$ cat src/rtl/core/clld_pkg.sv
// Shared types, constants and helper functions of the content-length deframer.
// Depends on nothing; every other file of the block refers to it by scoped names.
`default_nettype none

package clld_pkg;

    localparam int LINE_CAP_DEF    = 8192;
    localparam int LENGTH_BITS_DEF = 32;
    localparam int PREFIX_LEN      = 15;

    localparam logic [7:0] CH_CR    = 8'h0D;
    localparam logic [7:0] CH_LF    = 8'h0A;
    localparam logic [7:0] CH_SPACE = 8'h20;
    localparam logic [7:0] CH_TAB   = 8'h09;
    localparam logic [7:0] CH_VT    = 8'h0B;
    localparam logic [7:0] CH_FF    = 8'h0C;
    localparam logic [7:0] CH_PLUS  = 8'h2B;
    localparam logic [7:0] CH_MINUS = 8'h2D;
    localparam logic [7:0] CH_ZERO  = 8'h30;
    localparam logic [7:0] CH_NINE  = 8'h39;
    localparam logic [7:0] CH_UP_A  = 8'h41;
    localparam logic [7:0] CH_UP_Z  = 8'h5A;
    localparam logic [7:0] CASE_BIT = 8'h20;

    typedef enum logic [2:0] {
        K_BYTE    = 3'd0,
        K_EMPTY   = 3'd1,
        K_MISSING = 3'd2,
        K_TRUNC   = 3'd3,
        K_EOI     = 3'd4
    } t_kind;

    typedef enum logic [1:0] {
        PH_HEADER = 2'b01,
        PH_BODY   = 2'b10
    } t_phase;

    typedef enum logic [3:0] {
        NS_BLANKS = 4'b0001,
        NS_SIGN   = 4'b0010,
        NS_DIGITS = 4'b0100,
        NS_DONE   = 4'b1000
    } t_num_stage;

    typedef struct packed {
        logic       valid;
        t_kind      kind;
        logic [7:0] body_byte;
        logic       last;
    } t_result;

    // Lower-case header name, one character per column.
    function automatic logic [7:0] name_char(input logic [3:0] idx);
        logic [7:0] ch;
        case (idx)
            4'd0:    ch = 8'h63; // c
            4'd1:    ch = 8'h6F; // o
            4'd2:    ch = 8'h6E; // n
            4'd3:    ch = 8'h74; // t
            4'd4:    ch = 8'h65; // e
            4'd5:    ch = 8'h6E; // n
            4'd6:    ch = 8'h74; // t
            4'd7:    ch = 8'h2D; // -
            4'd8:    ch = 8'h6C; // l
            4'd9:    ch = 8'h65; // e
            4'd10:   ch = 8'h6E; // n
            4'd11:   ch = 8'h67; // g
            4'd12:   ch = 8'h74; // t
            4'd13:   ch = 8'h68; // h
            4'd14:   ch = 8'h3A; // :
            default: ch = 8'h00;
        endcase
        return ch;
    endfunction

endpackage

`default_nettype wire

$ cat src/rtl/core/content_length_deframer.sv
// Top level of the content-length deframer: parser state plus result register.
// Depends on clld_pkg, clld_parser and clld_out_reg.
//
// The input channel (i_valid / o_ready) carries one transaction per raw stream byte,
// with i_end_of_stream marking the end of input (its data byte is ignored). Header
// lines end in LF and CR bytes are dropped. A "content-length:" header in any letter
// case sets the body length, parsed like a decimal strtol that saturates at the top
// of the LENGTH_BITS range; the last such header wins. A blank line ends the headers.
// The output channel (o_valid / i_ready) carries at most one result transaction per
// input transaction: a body byte (kind 0, last set on the final one), an empty
// message, a missing length, a truncated body, or the end of input.
// A result is presented in the cycle after its input byte is accepted. Input is taken at
// one byte per cycle while the result register has room, the parser updating its state
// on each accepted byte and feeding the one-entry result register.
// When the receiver stalls, the pending result holds and o_ready stays high only if
// that result is taken in the same cycle; bytes that make no result are still taken
// at full rate while the register is free. A synchronous active-low reset returns
// the parser to the header phase with no length and empties the result register.
`default_nettype none

module content_length_deframer #(
    parameter int LINE_CAP    = clld_pkg::LINE_CAP_DEF,
    parameter int LENGTH_BITS = clld_pkg::LENGTH_BITS_DEF
) (
    input  wire logic       i_clk,
    input  wire logic       i_rst_n,
    input  wire logic       i_valid,
    output logic            o_ready,
    input  wire logic [7:0] i_data_byte,
    input  wire logic       i_end_of_stream,
    output logic            o_valid,
    input  wire logic       i_ready,
    output logic [2:0]      o_kind,
    output logic [7:0]      o_body_byte,
    output logic            o_last
);

    logic              accept;
    clld_pkg::t_result result;

    // An input transaction is taken whenever the result register has room.
    assign accept = i_valid && o_ready;

    clld_parser #(
        .LINE_CAP    (LINE_CAP),
        .LENGTH_BITS (LENGTH_BITS)
    ) u_parser (
        .i_clk           (i_clk),
        .i_rst_n         (i_rst_n),
        .i_accept        (accept),
        .i_data_byte     (i_data_byte),
        .i_end_of_stream (i_end_of_stream),
        .o_result        (result)
    );

    clld_out_reg u_out_reg (
        .i_clk       (i_clk),
        .i_rst_n     (i_rst_n),
        .i_load      (accept),
        .i_result    (result),
        .i_ready     (i_ready),
        .o_can_load  (o_ready),
        .o_valid     (o_valid),
        .o_kind      (o_kind),
        .o_body_byte (o_body_byte),
        .o_last      (o_last)
    );

endmodule

`default_nettype wire

$ cat src/rtl/core/clld_parser.sv
// Framing state and its next-state logic: header line scanning, length parsing, body count.
// Depends on clld_pkg.
`default_nettype none

module clld_parser #(
    parameter int LINE_CAP    = clld_pkg::LINE_CAP_DEF,
    parameter int LENGTH_BITS = clld_pkg::LENGTH_BITS_DEF
) (
    input  wire logic             i_clk,
    input  wire logic             i_rst_n,
    input  wire logic             i_accept,
    input  wire logic [7:0]       i_data_byte,
    input  wire logic             i_end_of_stream,
    output clld_pkg::t_result     o_result
);

    localparam int CW = $clog2(LINE_CAP);
    localparam int LB = LENGTH_BITS;

    clld_pkg::t_phase     r_phase, n_phase;
    logic [CW-1:0]        r_column, n_column;
    logic                 r_prefix_ok, n_prefix_ok;
    clld_pkg::t_num_stage r_stage, n_stage;
    logic                 r_negative, n_negative;
    logic [LB-1:0]        r_value, n_value;
    logic                 r_known, n_known;
    logic [LB-1:0]        r_remain, n_remain;
    logic                 r_started, n_started;

    always_comb begin
        logic             new_line;
        logic             new_message;
        logic [7:0]       lc;
        logic [LB+3:0]    wide;
        logic [LB-1:0]    remain_dec;
        logic             is_blank;
        logic             is_digit;
        logic             in_digits;

        n_phase     = r_phase;
        n_column    = r_column;
        n_prefix_ok = r_prefix_ok;
        n_stage     = r_stage;
        n_negative  = r_negative;
        n_value     = r_value;
        n_known     = r_known;
        n_remain    = r_remain;
        n_started   = r_started;
        new_line    = 1'b0;
        new_message = 1'b0;

        o_result           = '0;
        o_result.kind      = clld_pkg::K_BYTE;

        lc = ((i_data_byte >= clld_pkg::CH_UP_A) && (i_data_byte <= clld_pkg::CH_UP_Z))
           ? (i_data_byte | clld_pkg::CASE_BIT) : i_data_byte;
        is_blank = (i_data_byte == clld_pkg::CH_SPACE) || (i_data_byte == clld_pkg::CH_TAB)
                || (i_data_byte == clld_pkg::CH_VT) || (i_data_byte == clld_pkg::CH_FF);
        is_digit = (i_data_byte >= clld_pkg::CH_ZERO) && (i_data_byte <= clld_pkg::CH_NINE);
        // value * 10 + digit, never above 10 * max + 9, so four extra bits suffice.
        wide = ({4'b0, r_value} << 3) + ({4'b0, r_value} << 1)
             + {{LB{1'b0}}, i_data_byte[3:0]};
        remain_dec = (r_remain != '0) ? (r_remain - 1'b1) : r_remain;
        in_digits = 1'b0;

        if (i_accept) begin
            if (i_end_of_stream) begin
                o_result.valid = 1'b1;
                o_result.kind  = clld_pkg::K_EOI;
                if (r_phase == clld_pkg::PH_BODY) begin
                    o_result.kind = clld_pkg::K_TRUNC;
                end else if (r_started && (r_column == '0)) begin
                    // A line that only held CR bytes ends the headers.
                    if (!r_known) begin
                        o_result.kind = clld_pkg::K_MISSING;
                    end else if (r_remain == '0) begin
                        o_result.kind = clld_pkg::K_EMPTY;
                    end else begin
                        o_result.kind = clld_pkg::K_TRUNC;
                    end
                end
                new_message = 1'b1;
            end else if (r_phase == clld_pkg::PH_BODY) begin
                o_result.valid     = 1'b1;
                o_result.body_byte = i_data_byte;
                n_remain           = remain_dec;
                if (remain_dec == '0) begin
                    o_result.last = 1'b1;
                    new_message   = 1'b1;
                end
            end else begin
                n_started = 1'b1;
                if (i_data_byte == clld_pkg::CH_CR) begin
                    // Carriage returns are dropped.
                end else if (i_data_byte != clld_pkg::CH_LF) begin
                    if (r_column < CW'(LINE_CAP - 1)) begin
                        n_column = r_column + 1'b1;
                        if (r_column < CW'(clld_pkg::PREFIX_LEN)) begin
                            if (lc != clld_pkg::name_char(r_column[3:0])) begin
                                n_prefix_ok = 1'b0;
                            end
                        end else if (r_prefix_ok) begin
                            case (r_stage)
                                clld_pkg::NS_BLANKS: begin
                                    if (is_blank) begin
                                        n_stage = r_stage;
                                    end else if ((i_data_byte == clld_pkg::CH_PLUS) ||
                                                 (i_data_byte == clld_pkg::CH_MINUS)) begin
                                        n_negative = (i_data_byte == clld_pkg::CH_MINUS);
                                        n_stage    = clld_pkg::NS_SIGN;
                                    end else begin
                                        in_digits = 1'b1;
                                    end
                                end
                                clld_pkg::NS_SIGN:   in_digits = 1'b1;
                                clld_pkg::NS_DIGITS: in_digits = 1'b1;
                                clld_pkg::NS_DONE:   n_stage = r_stage;
                                default:             n_stage = r_stage;
                            endcase
                            if (in_digits) begin
                                if (is_digit) begin
                                    n_stage = clld_pkg::NS_DIGITS;
                                    n_value = (wide[LB+3:LB] != 4'b0) ? {LB{1'b1}}
                                                                      : wide[LB-1:0];
                                end else begin
                                    n_stage = clld_pkg::NS_DONE;
                                end
                            end
                        end
                    end
                end else if (r_column == '0) begin
                    if (!r_known) begin
                        o_result.valid = 1'b1;
                        o_result.kind  = clld_pkg::K_MISSING;
                        new_message    = 1'b1;
                    end else if (r_remain == '0) begin
                        o_result.valid = 1'b1;
                        o_result.kind  = clld_pkg::K_EMPTY;
                        new_message    = 1'b1;
                    end else begin
                        new_line = 1'b1;
                        n_phase  = clld_pkg::PH_BODY;
                    end
                end else begin
                    if ((r_column >= CW'(clld_pkg::PREFIX_LEN)) && r_prefix_ok) begin
                        // A negative nonzero value counts as no length; minus zero is zero.
                        if (r_negative && (r_value != '0)) begin
                            n_known  = 1'b0;
                            n_remain = '0;
                        end else begin
                            n_known  = 1'b1;
                            n_remain = r_value;
                        end
                    end
                    new_line = 1'b1;
                end
            end
        end

        if (new_message) begin
            n_phase  = clld_pkg::PH_HEADER;
            n_known  = 1'b0;
            n_remain = '0;
        end
        if (new_line || new_message) begin
            n_column    = '0;
            n_prefix_ok = 1'b1;
            n_stage     = clld_pkg::NS_BLANKS;
            n_negative  = 1'b0;
            n_value     = '0;
            n_started   = 1'b0;
        end
    end

    always_ff @(posedge i_clk) begin
        if (!i_rst_n) begin
            r_phase     <= clld_pkg::PH_HEADER;
            r_column    <= '0;
            r_prefix_ok <= 1'b1;
            r_stage     <= clld_pkg::NS_BLANKS;
            r_negative  <= 1'b0;
            r_value     <= '0;
            r_known     <= 1'b0;
            r_remain    <= '0;
            r_started   <= 1'b0;
        end else begin
            r_phase     <= n_phase;
            r_column    <= n_column;
            r_prefix_ok <= n_prefix_ok;
            r_stage     <= n_stage;
            r_negative  <= n_negative;
            r_value     <= n_value;
            r_known     <= n_known;
            r_remain    <= n_remain;
            r_started   <= n_started;
        end
    end

endmodule

`default_nettype wire

$ cat src/rtl/core/clld_out_reg.sv
// Result register of the deframer: holds one result until the receiver takes it.
// Depends on clld_pkg.
`default_nettype none

module clld_out_reg (
    input  wire logic              i_clk,
    input  wire logic              i_rst_n,
    input  wire logic              i_load,
    input  wire clld_pkg::t_result i_result,
    input  wire logic              i_ready,
    output logic                   o_can_load,
    output logic                   o_valid,
    output logic [2:0]             o_kind,
    output logic [7:0]             o_body_byte,
    output logic                   o_last
);

    logic                  r_valid, n_valid;
    clld_pkg::t_result     r_result;

    // Room exists when the register is empty or its content leaves this cycle.
    assign o_can_load = !r_valid || i_ready;

    always_comb begin
        n_valid = r_valid;
        if (o_can_load) begin
            n_valid = i_load && i_result.valid;
        end
    end

    always_ff @(posedge i_clk) begin
        if (!i_rst_n) begin
            r_valid <= 1'b0;
        end else begin
            r_valid <= n_valid;
        end
    end

    always_ff @(posedge i_clk) begin
        if (o_can_load && i_load && i_result.valid) begin
            r_result <= i_result;
        end
    end

    assign o_valid     = r_valid;
    assign o_kind      = r_result.kind;
    assign o_body_byte = r_result.body_byte;
    assign o_last      = r_result.last;

endmodule

`default_nettype wire

$ cat config.mk
export PLATFORM = sky130hd
export DESIGN_NAME = content_length_deframer
export DESIGN_NICKNAME = d
export VERILOG_FILES = /design/src/rtl/core/clld_pkg.sv /design/src/rtl/core/content_length_deframer.sv /design/src/rtl/core/clld_parser.sv /design/src/rtl/core/clld_out_reg.sv
export SDC_FILE = /design/constraint.sdc
export NUM_CORES = 1
export LEC_CHECK = 0
export BUFFER_PORTS_ARGS = -buffer_cell sky130_fd_sc_hd__buf_2
export CORE_ASPECT_RATIO = 1.4
export CORE_MARGIN = 4
export CORE_UTILIZATION = 25
export CTS_BUF_LIST = sky130_fd_sc_hd__clkbuf_8
export CTS_CLUSTER_DIAMETER = 60
export CTS_CLUSTER_SIZE = 40
export DETAILED_ROUTE_END_ITERATION = 6
export HOLD_SLACK_MARGIN = 0.1
export PLACE_DENSITY = 0.41
export SLEW_MARGIN = 20
export SYNTH_ARGS = -nofsm -noshare
export SYNTH_HDL_FRONTEND = slang
export SYNTH_SLANG_ARGS = --single-unit
$ cat constraint.sdc
create_clock -name i_clk -period 4.5 [get_ports i_clk]
set_input_delay 0 -clock i_clk [delete_from_list [all_inputs] [get_ports i_clk]]
set_output_delay 0 -clock i_clk [all_outputs]
set_load 0.05 [all_outputs]
==> results of run 1 <==
cell usage in the layout (no fill, tap or decap), types with 12 or more instances in the layout:
cell type and instances:
ha_1 71, o21ai_0 39, inv_1 16, nor3_1 29
nand3_1 26, xor2_1 21, buf_4 30, dfxtp_1 95
xnor2_1 39, o221a_2 27, buf_2 26, nand2_1 58
a21oi_1 62, nand2b_1 17, nor2_1 102, nor4_1 29
a21o_1 20, nand4_1 18, o211ai_1 12, edfxtp_1 12
layer usage:
| layer | routed length, um | share of wire (%) | global-route usage [%] |
|---|---|---|---|
| met1 | 11100 | 45 | 18.2 |
| met2 | 12400 | 50 | 25.4 |
| met3 | 657 | 2.7 | 1.91 |
| met4 | 546 | 2.2 | 4.85 |
| met5 | 0 | 0 | 0 |
registers in the layout (all words and copies together) (netlist names), named ones only:
register and flops:
u_parser.r_remain 32, u_parser.r_value 32, u_parser.r_column 13, u_out_reg.o_body_byte 8, u_parser.r_stage 4, u_out_reg.o_kind 3, u_parser.r_phase 2, u_out_reg.o_last 1
u_out_reg.o_valid 1, u_parser.r_known 1, u_parser.r_negative 1, u_parser.r_prefix_ok 1, u_parser.r_started 1
layout make-up:
class	instances	area share [%]
diodes	1	0.0284
repair buffers	69	5.74
clock buffers	10	1.56
clock inverters	6	0.739
inverters	15	0.639
multi-input cells	752	60.1
flip-flops and latches	107	25.7
well taps	390	5.54
power groups by stage:
stage / sequential (mW) / combinational (mW) / clock (mW)
after floorplan: 1.01 / 0.0675 / 0
after CTS: 0.975 / 0.126 / 0.667
after detailed placement: 0.997 / 0.118 / 0
after global placement: 0.997 / 0.118 / 0
final: 0.975 / 0.125 / 0.644
after global routing: 0.976 / 0.137 / 0.701
final timing paths:
| path | endpoint | slack [ns] | start | depth (start not counted) |
|---|---|---|---|---|
| min | u_out_reg.o_body_byte[3] | 0.13 | i_data_byte[3] | 2 |
| max reg2reg | register | 0.28 | u_parser.r_remain[0] | 15 |
| min reg2reg | u_parser.r_stage[0] | 0.48 | u_parser.r_stage[0] | 2 |
| max | register | 0.28 | u_parser.r_remain[0] | 15 |
Yosys cell counts (18+ instances only):
cell type	count	share of area [%]
xnor2_1	39	4.4
nor2_1	103	4.9
o21ai_0	39	2.5
xor2_1	21	2.3
nand4_1	18	1.4
ha_1	71	11
a21oi_1	62	4.0
nor4_1	29	2.3
a21o_1	20	1.9
clkbuf_1	35	1.7
o221a_2	27	3.9
dfxtp_1	95	24
nand3_1	26	1.7
nor3_1	30	1.9
nand2_1	58	2.8
nand2b_1	18	1.4
cells by family after synthesis:
family,after synthesis
AOI/OAI and AO/OA,264
xor gates and xnor gates,60
adders and majority gates,73
buffers and inverters,66
DFF,107
muxes,4
and+or+nand+nor,351
through the flow:
step                      worst slack, ns  total power [mW]
after CTS                           0.262              1.77
after detailed placement            0.320              1.12
after global placement              0.331              1.12
after floorplan                     0.253              1.08
final                               0.277              1.74
after global routing               0.0474              1.81
worst max-delay path, delay by kind of cell (launching register included):
| family | cells | cell delay [ns] |
|---|---|---|
| xor gates and xnor gates | 1 | 0.13 |
| AOI/OAI and AO/OA | 4 | 1.23 |
| adders and majority gates | 2 | 0.44 |
| DFF | 1 | 0.38 |
| and+or+nand+nor | 5 | 1.36 |
| buffers and inverters | 3 | 0.50 |
what timing repair did:
item	CTS	global route
endpoints found under the hold margin	17	0
hold buffers	11	0
setup endpoints to repair	0	0
==> impl_metrics.toml, run 1 <==
[placed_design]
dp_hpwl_mm = 18.7
dp.cells = 1322
gp_congestion = 0.818
io_buffers = 26
place_area_um2 = 8490

[pwr]
p_sw_share_pct = 26.2
power_frac_clock_pct = 36.9
power.leakage_nw = 3.72
power.switching_uw = 457
peakVddDrop_uv = 96.8
seqPwrFrac_pct = 55.9
pwr-share-comb_pct = 7.2
powerDensity_nw_per_um2 = 198
p_int_mw = 1.29

[sta]
slew_headroom_pct = 32.8
timing.fmax_mhz = 237
min_period_ns = 4.22
finalHoldViolCount = 0
finalCritPeriodShare_pct = 93.8
worst_pin_slew_ns = 0.994
clock_skew_ns = 0.0116
setup_tns_ns = 0
rsz0062_at_grt = "false"
setup_violations = 0
slew_violations = 0
hold_slack_ns = 0.130

[synthesis]
ys_warn_count = 0
netlist_instances = 925
synth_compound_area_share_pct = 25.2
netlist-cell-type-count = 74
syn_area_um2 = 7830
yosys.area_share.simple_pct = 23.1
synthFlopType = "dfxtp_1"
synth_fa_ha_area_share_pct = 11.9
synth_enable_flop_cells = 12
synthMuxAreaShare_pct = 0.511
ys_seq_area_share_pct = 28.9
avgSynthCellArea_um2 = 8.46
synth_top_family_by_area = "compound AO/OA/AOI/OAI gates"
synth-xor-area-share_pct = 6.71
ys_async_sr_fraction_pct = 0
synth_seq_cells = 107
syn_nets = 1011

[floorplan]
start_util_pct = 25.4
dieArea_um2 = 34300
core-area_um2 = 30800
die_height_um = 217
die_w_um = 158
ios = 27
num_rows = 76

[worst_setup_path]
cpPeakStageDelay_ns = 0.61
crit_top_cell = "ha_1"
crit_slowest_cell = "or4_1"
critPathArrivalTime_ns = 4.47
crit_type = "register to register"
end_kind = "register"
worstPathRequired_ns = 4.75
crit_fanout = 45
path_cells = "inv_1 > ha_1 > or3b_2 > or4_1 > a2111oi_4 > xnor2_1 > nand4_1 > nor3_1 > buf_4 > a311oi_4 > o21a_1 > buf_12 > nand2b_1 > ha_1 > o221ai_1"
cp-start-kind = "register"

[clock_tree]
clock-sinks = 107
cts_setup_buffers = 0
cts_made_buffers = 9
clock_latency_ns = 0.40
cts_resized = 0
cts_tree = "built"
htreeDepth = 3
clk_path_buf_depth = 2
root_buffer = "clkbuf_8"
path_clk_slew_ns = 0.11

[final_layout]
area.sequential_um2 = 2260
multiInputGateArea_um2 = 5290
final_design_area_no_fill_um2 = 8810
instances_no_fill = 1350
nNetsFinal = 1040
final_util_pct = 28.6
n_fill_cell = 3347
area_growth_pct = 12.5
drive_above_1_share_pct = 13.1

[global_routing]
grt.total_usage_pct = 14.5
gr-total-overflow = 0
grt_pass1_wl_mm = 39.5
grt_max_degree = 49
grt_pass1_vias = 7068
antenna_found_initial = 1

[route]
drt-vias-per-instance = 5.30
vias = 7152
detail-route-antenna-nets = 0
drc_errors = 0
drt_iter0_markers = 372
avgRoutedWirePerCell_um = 18.3
drt_wl_total_mm = 24.6
drt_pass1_iterations = 5

[status]
status = "finished, final reports clean"

[run]
maxCapViolCount = 0

[worst_hold_path]
hold_path.class = "input pin to register"
Power figures use the tool's default switching activity.
==> run 2: changes to the inputs <==
- RECOVER_POWER: default -> 100
==> run 2 against run 1 <==
  * The run now ends with max-capacitance violations, max-slew violations left
  * Critical path depth is 1 higher
  * Sequential share of layout area up 0.28 points
  * Global-route usage did not move
  * Core utilization fell by 0.31 points
  * Via count decreased by 0.76%
  * Non-clock buffer count stayed put
  * Total power is 0.29% lower
  * Routed wire length down 0.22%
  * Worst setup slack worse by 0.010 ns
  * Fmax decreased by 0.24%
  * Cell count stayed put
  * Sequential cell count unchanged
==> impl_metrics.toml, run 2 (same netlist as run 1, synthesis figures left out) <==
[floorplan]
ios = 27
die_height_um = 217
num_rows = 76
dieArea_um2 = 34300
start_util_pct = 25.4
die_w_um = 158
core-area_um2 = 30800

[clock_tree]
cts_made_buffers = 9
root_buffer = "clkbuf_8"
clock-sinks = 107
cts_tree = "built"
cts_resized = 0
clk_path_buf_depth = 2
ctsHoldBuffers = 11
htreeDepth = 3
cts_setup_buffers = 0
clock_latency_ns = 0.40
path_clk_slew_ns = 0.11

[sta]
slew_headroom_pct = -47.3
timing.fmax_mhz = 236
min_period_ns = 4.23
rsz0062_at_grt = "false"
finalCritPeriodShare_pct = 94.1
clock_skew_ns = 0.0122
slew_violations = 45
worst_pin_slew_ns = 2.21
fin_ws_ns = 0.267
finalHoldViolCount = 0
setup_violations = 0
setup_tns_ns = 0

[route]
drt_pass1_iterations = 5
vias = 7098
drt_iter0_markers = 382
drc_errors = 0
avgRoutedWirePerCell_um = 18.2
drt_wl_total_mm = 24.6
detail-route-antenna-nets = 0
drt-vias-per-instance = 5.26

[worst_setup_path]
critPathArrivalTime_ns = 4.53
path_cells = "inv_1 > ha_1 > or3b_2 > or4_1 > a2111oi_4 > xnor2_1 > nand4_1 > nor3_1 > buf_4 > a311oi_4 > o21a_1 > nand2b_1 > ha_1 > o21ai_0 > a222oi_1 > nand2b_1"
end_kind = "register"
cp-start-kind = "register"
crit_slowest_cell = "or4_1"
r2r_slack_ns = 0.27
cpPeakStageDelay_ns = 0.61
crit_fanout = 7
worstPathRequired_ns = 4.80
crit_type = "register to register"

[pwr]
power.switching_uw = 455
seqPwrFrac_pct = 56.1
power.leakage_nw = 3.64
p_int_mw = 1.28
peakVddDrop_uv = 96.5
p_sw_share_pct = 26.2
powerDensity_nw_per_um2 = 200
pwr-share-comb_pct = 7.0
power_frac_clock_pct = 36.9

[placed_design]
gp_congestion = 0.818
io_buffers = 26
dp_hpwl_mm = 18.7
place_ws_ns = 0.320

[run]
maxCapViolCount = 1

[global_routing]
grt_max_degree = 49
grt_pass1_wl_mm = 39.5
gr-total-overflow = 0
grt_pass1_vias = 7068
grt.total_usage_pct = 14.5
antenna_found_initial = 1

[final_layout]
mostFrequentLayoutCell = "nor2_1"
nNetsFinal = 1040
drive_above_1_share_pct = 10.8
layout_common_cells = "nor2_1, dfxtp_1, ha_1"
area_growth_pct = 11.3
reg.largest.list = "u_parser.r_remain (32), u_parser.r_value (32), u_parser.r_column (13)"

[status]
violations = "max-capacitance violations, max-slew violations"
status = "finished, violations left"

[worst_hold_path]
hold_path.class = "input pin to register"
## run 2: cell types whose count changed in the layout (fill, tap and decap cells not counted), moves of 5 or more
cell	previous run	this run
buf_4	30	25
clkbuf_1	0	18
and2_0	0	7
and2_1	11	4
buf_2	26	12
## run 2: cell type report
type	instances	area [um2]
Multi-Input combinational cell	752	5240
Tap cell	390	488
Sequential cell	107	2260
Timing Repair Buffer	69	458
Antenna cell	1	2.50
Clock inverter	6	65.1
Inverter	15	56.3
Fill cell	3376	22100
Clock buffer	10	138
## run 2: through the flow
step | cells | utilization (%) | power, mW | area (um2) | hold slack (ns)
after floorplan | 925 | - | 1.08 | 7830 | 0.154
after global placement | 1322 | 27.5 | 1.12 | 8490 | 0.367
after detailed placement | 1322 | 27.6 | 1.12 | 8490 | 0.372
after CTS | 1349 | 28.6 | 1.77 | 8800 | 0.111
after global routing | 1350 | 28.3 | 1.81 | 8710 | 0.131
final | 1350 | 28.3 | 1.74 | 8710 | 0.126
## run 2: worst max-delay path, delay by kind of cell (launching register included)
| family | cells | cell delay (ns) |
|---|---|---|
| and+or+nand+nor | 6 | 1.55 |
| AOI/OAI and AO/OA | 5 | 1.40 |
| adders and majority gates | 2 | 0.41 |
| DFF | 1 | 0.38 |
| buffers and inverters | 2 | 0.26 |
| xor gates and xnor gates | 1 | 0.14 |
## run 2: power by group through the flow
stage,logic (mW),clock network (mW),registers (mW)
3_3_place_gp,0.118,0,0.997
4_1_cts,0.126,0.667,0.975
3_5_place_dp,0.118,0,0.997
5_1_grt,0.133,0.701,0.977
6_report,0.121,0.642,0.975
2_1_floorplan,0.0675,0,1.01
## run 2: per-layer routing
layer / global-route usage, % / wire length [um] / share of wire, % / vias to the layer above
li1: - / - / - / 3561
met1: 18.2 / 10900 / 44 / 3401
met2: 25.4 / 12400 / 50 / 103
met3: 1.91 / 702 / 2.9 / 33
met4: 4.85 / 570 / 2.3 / 0
met5: 0 / 0 / 0 / -
## run 2: final timing paths
kind / cells after the start / start / to
setup reg to reg: 16 / u_parser.r_remain[0] / register
hold / removal: 2 / i_data_byte[3] / u_out_reg.o_body_byte[3]
setup / recovery: 16 / u_parser.r_remain[0] / register
hold reg to reg: 2 / u_parser.r_stage[0] / u_parser.r_stage[0]
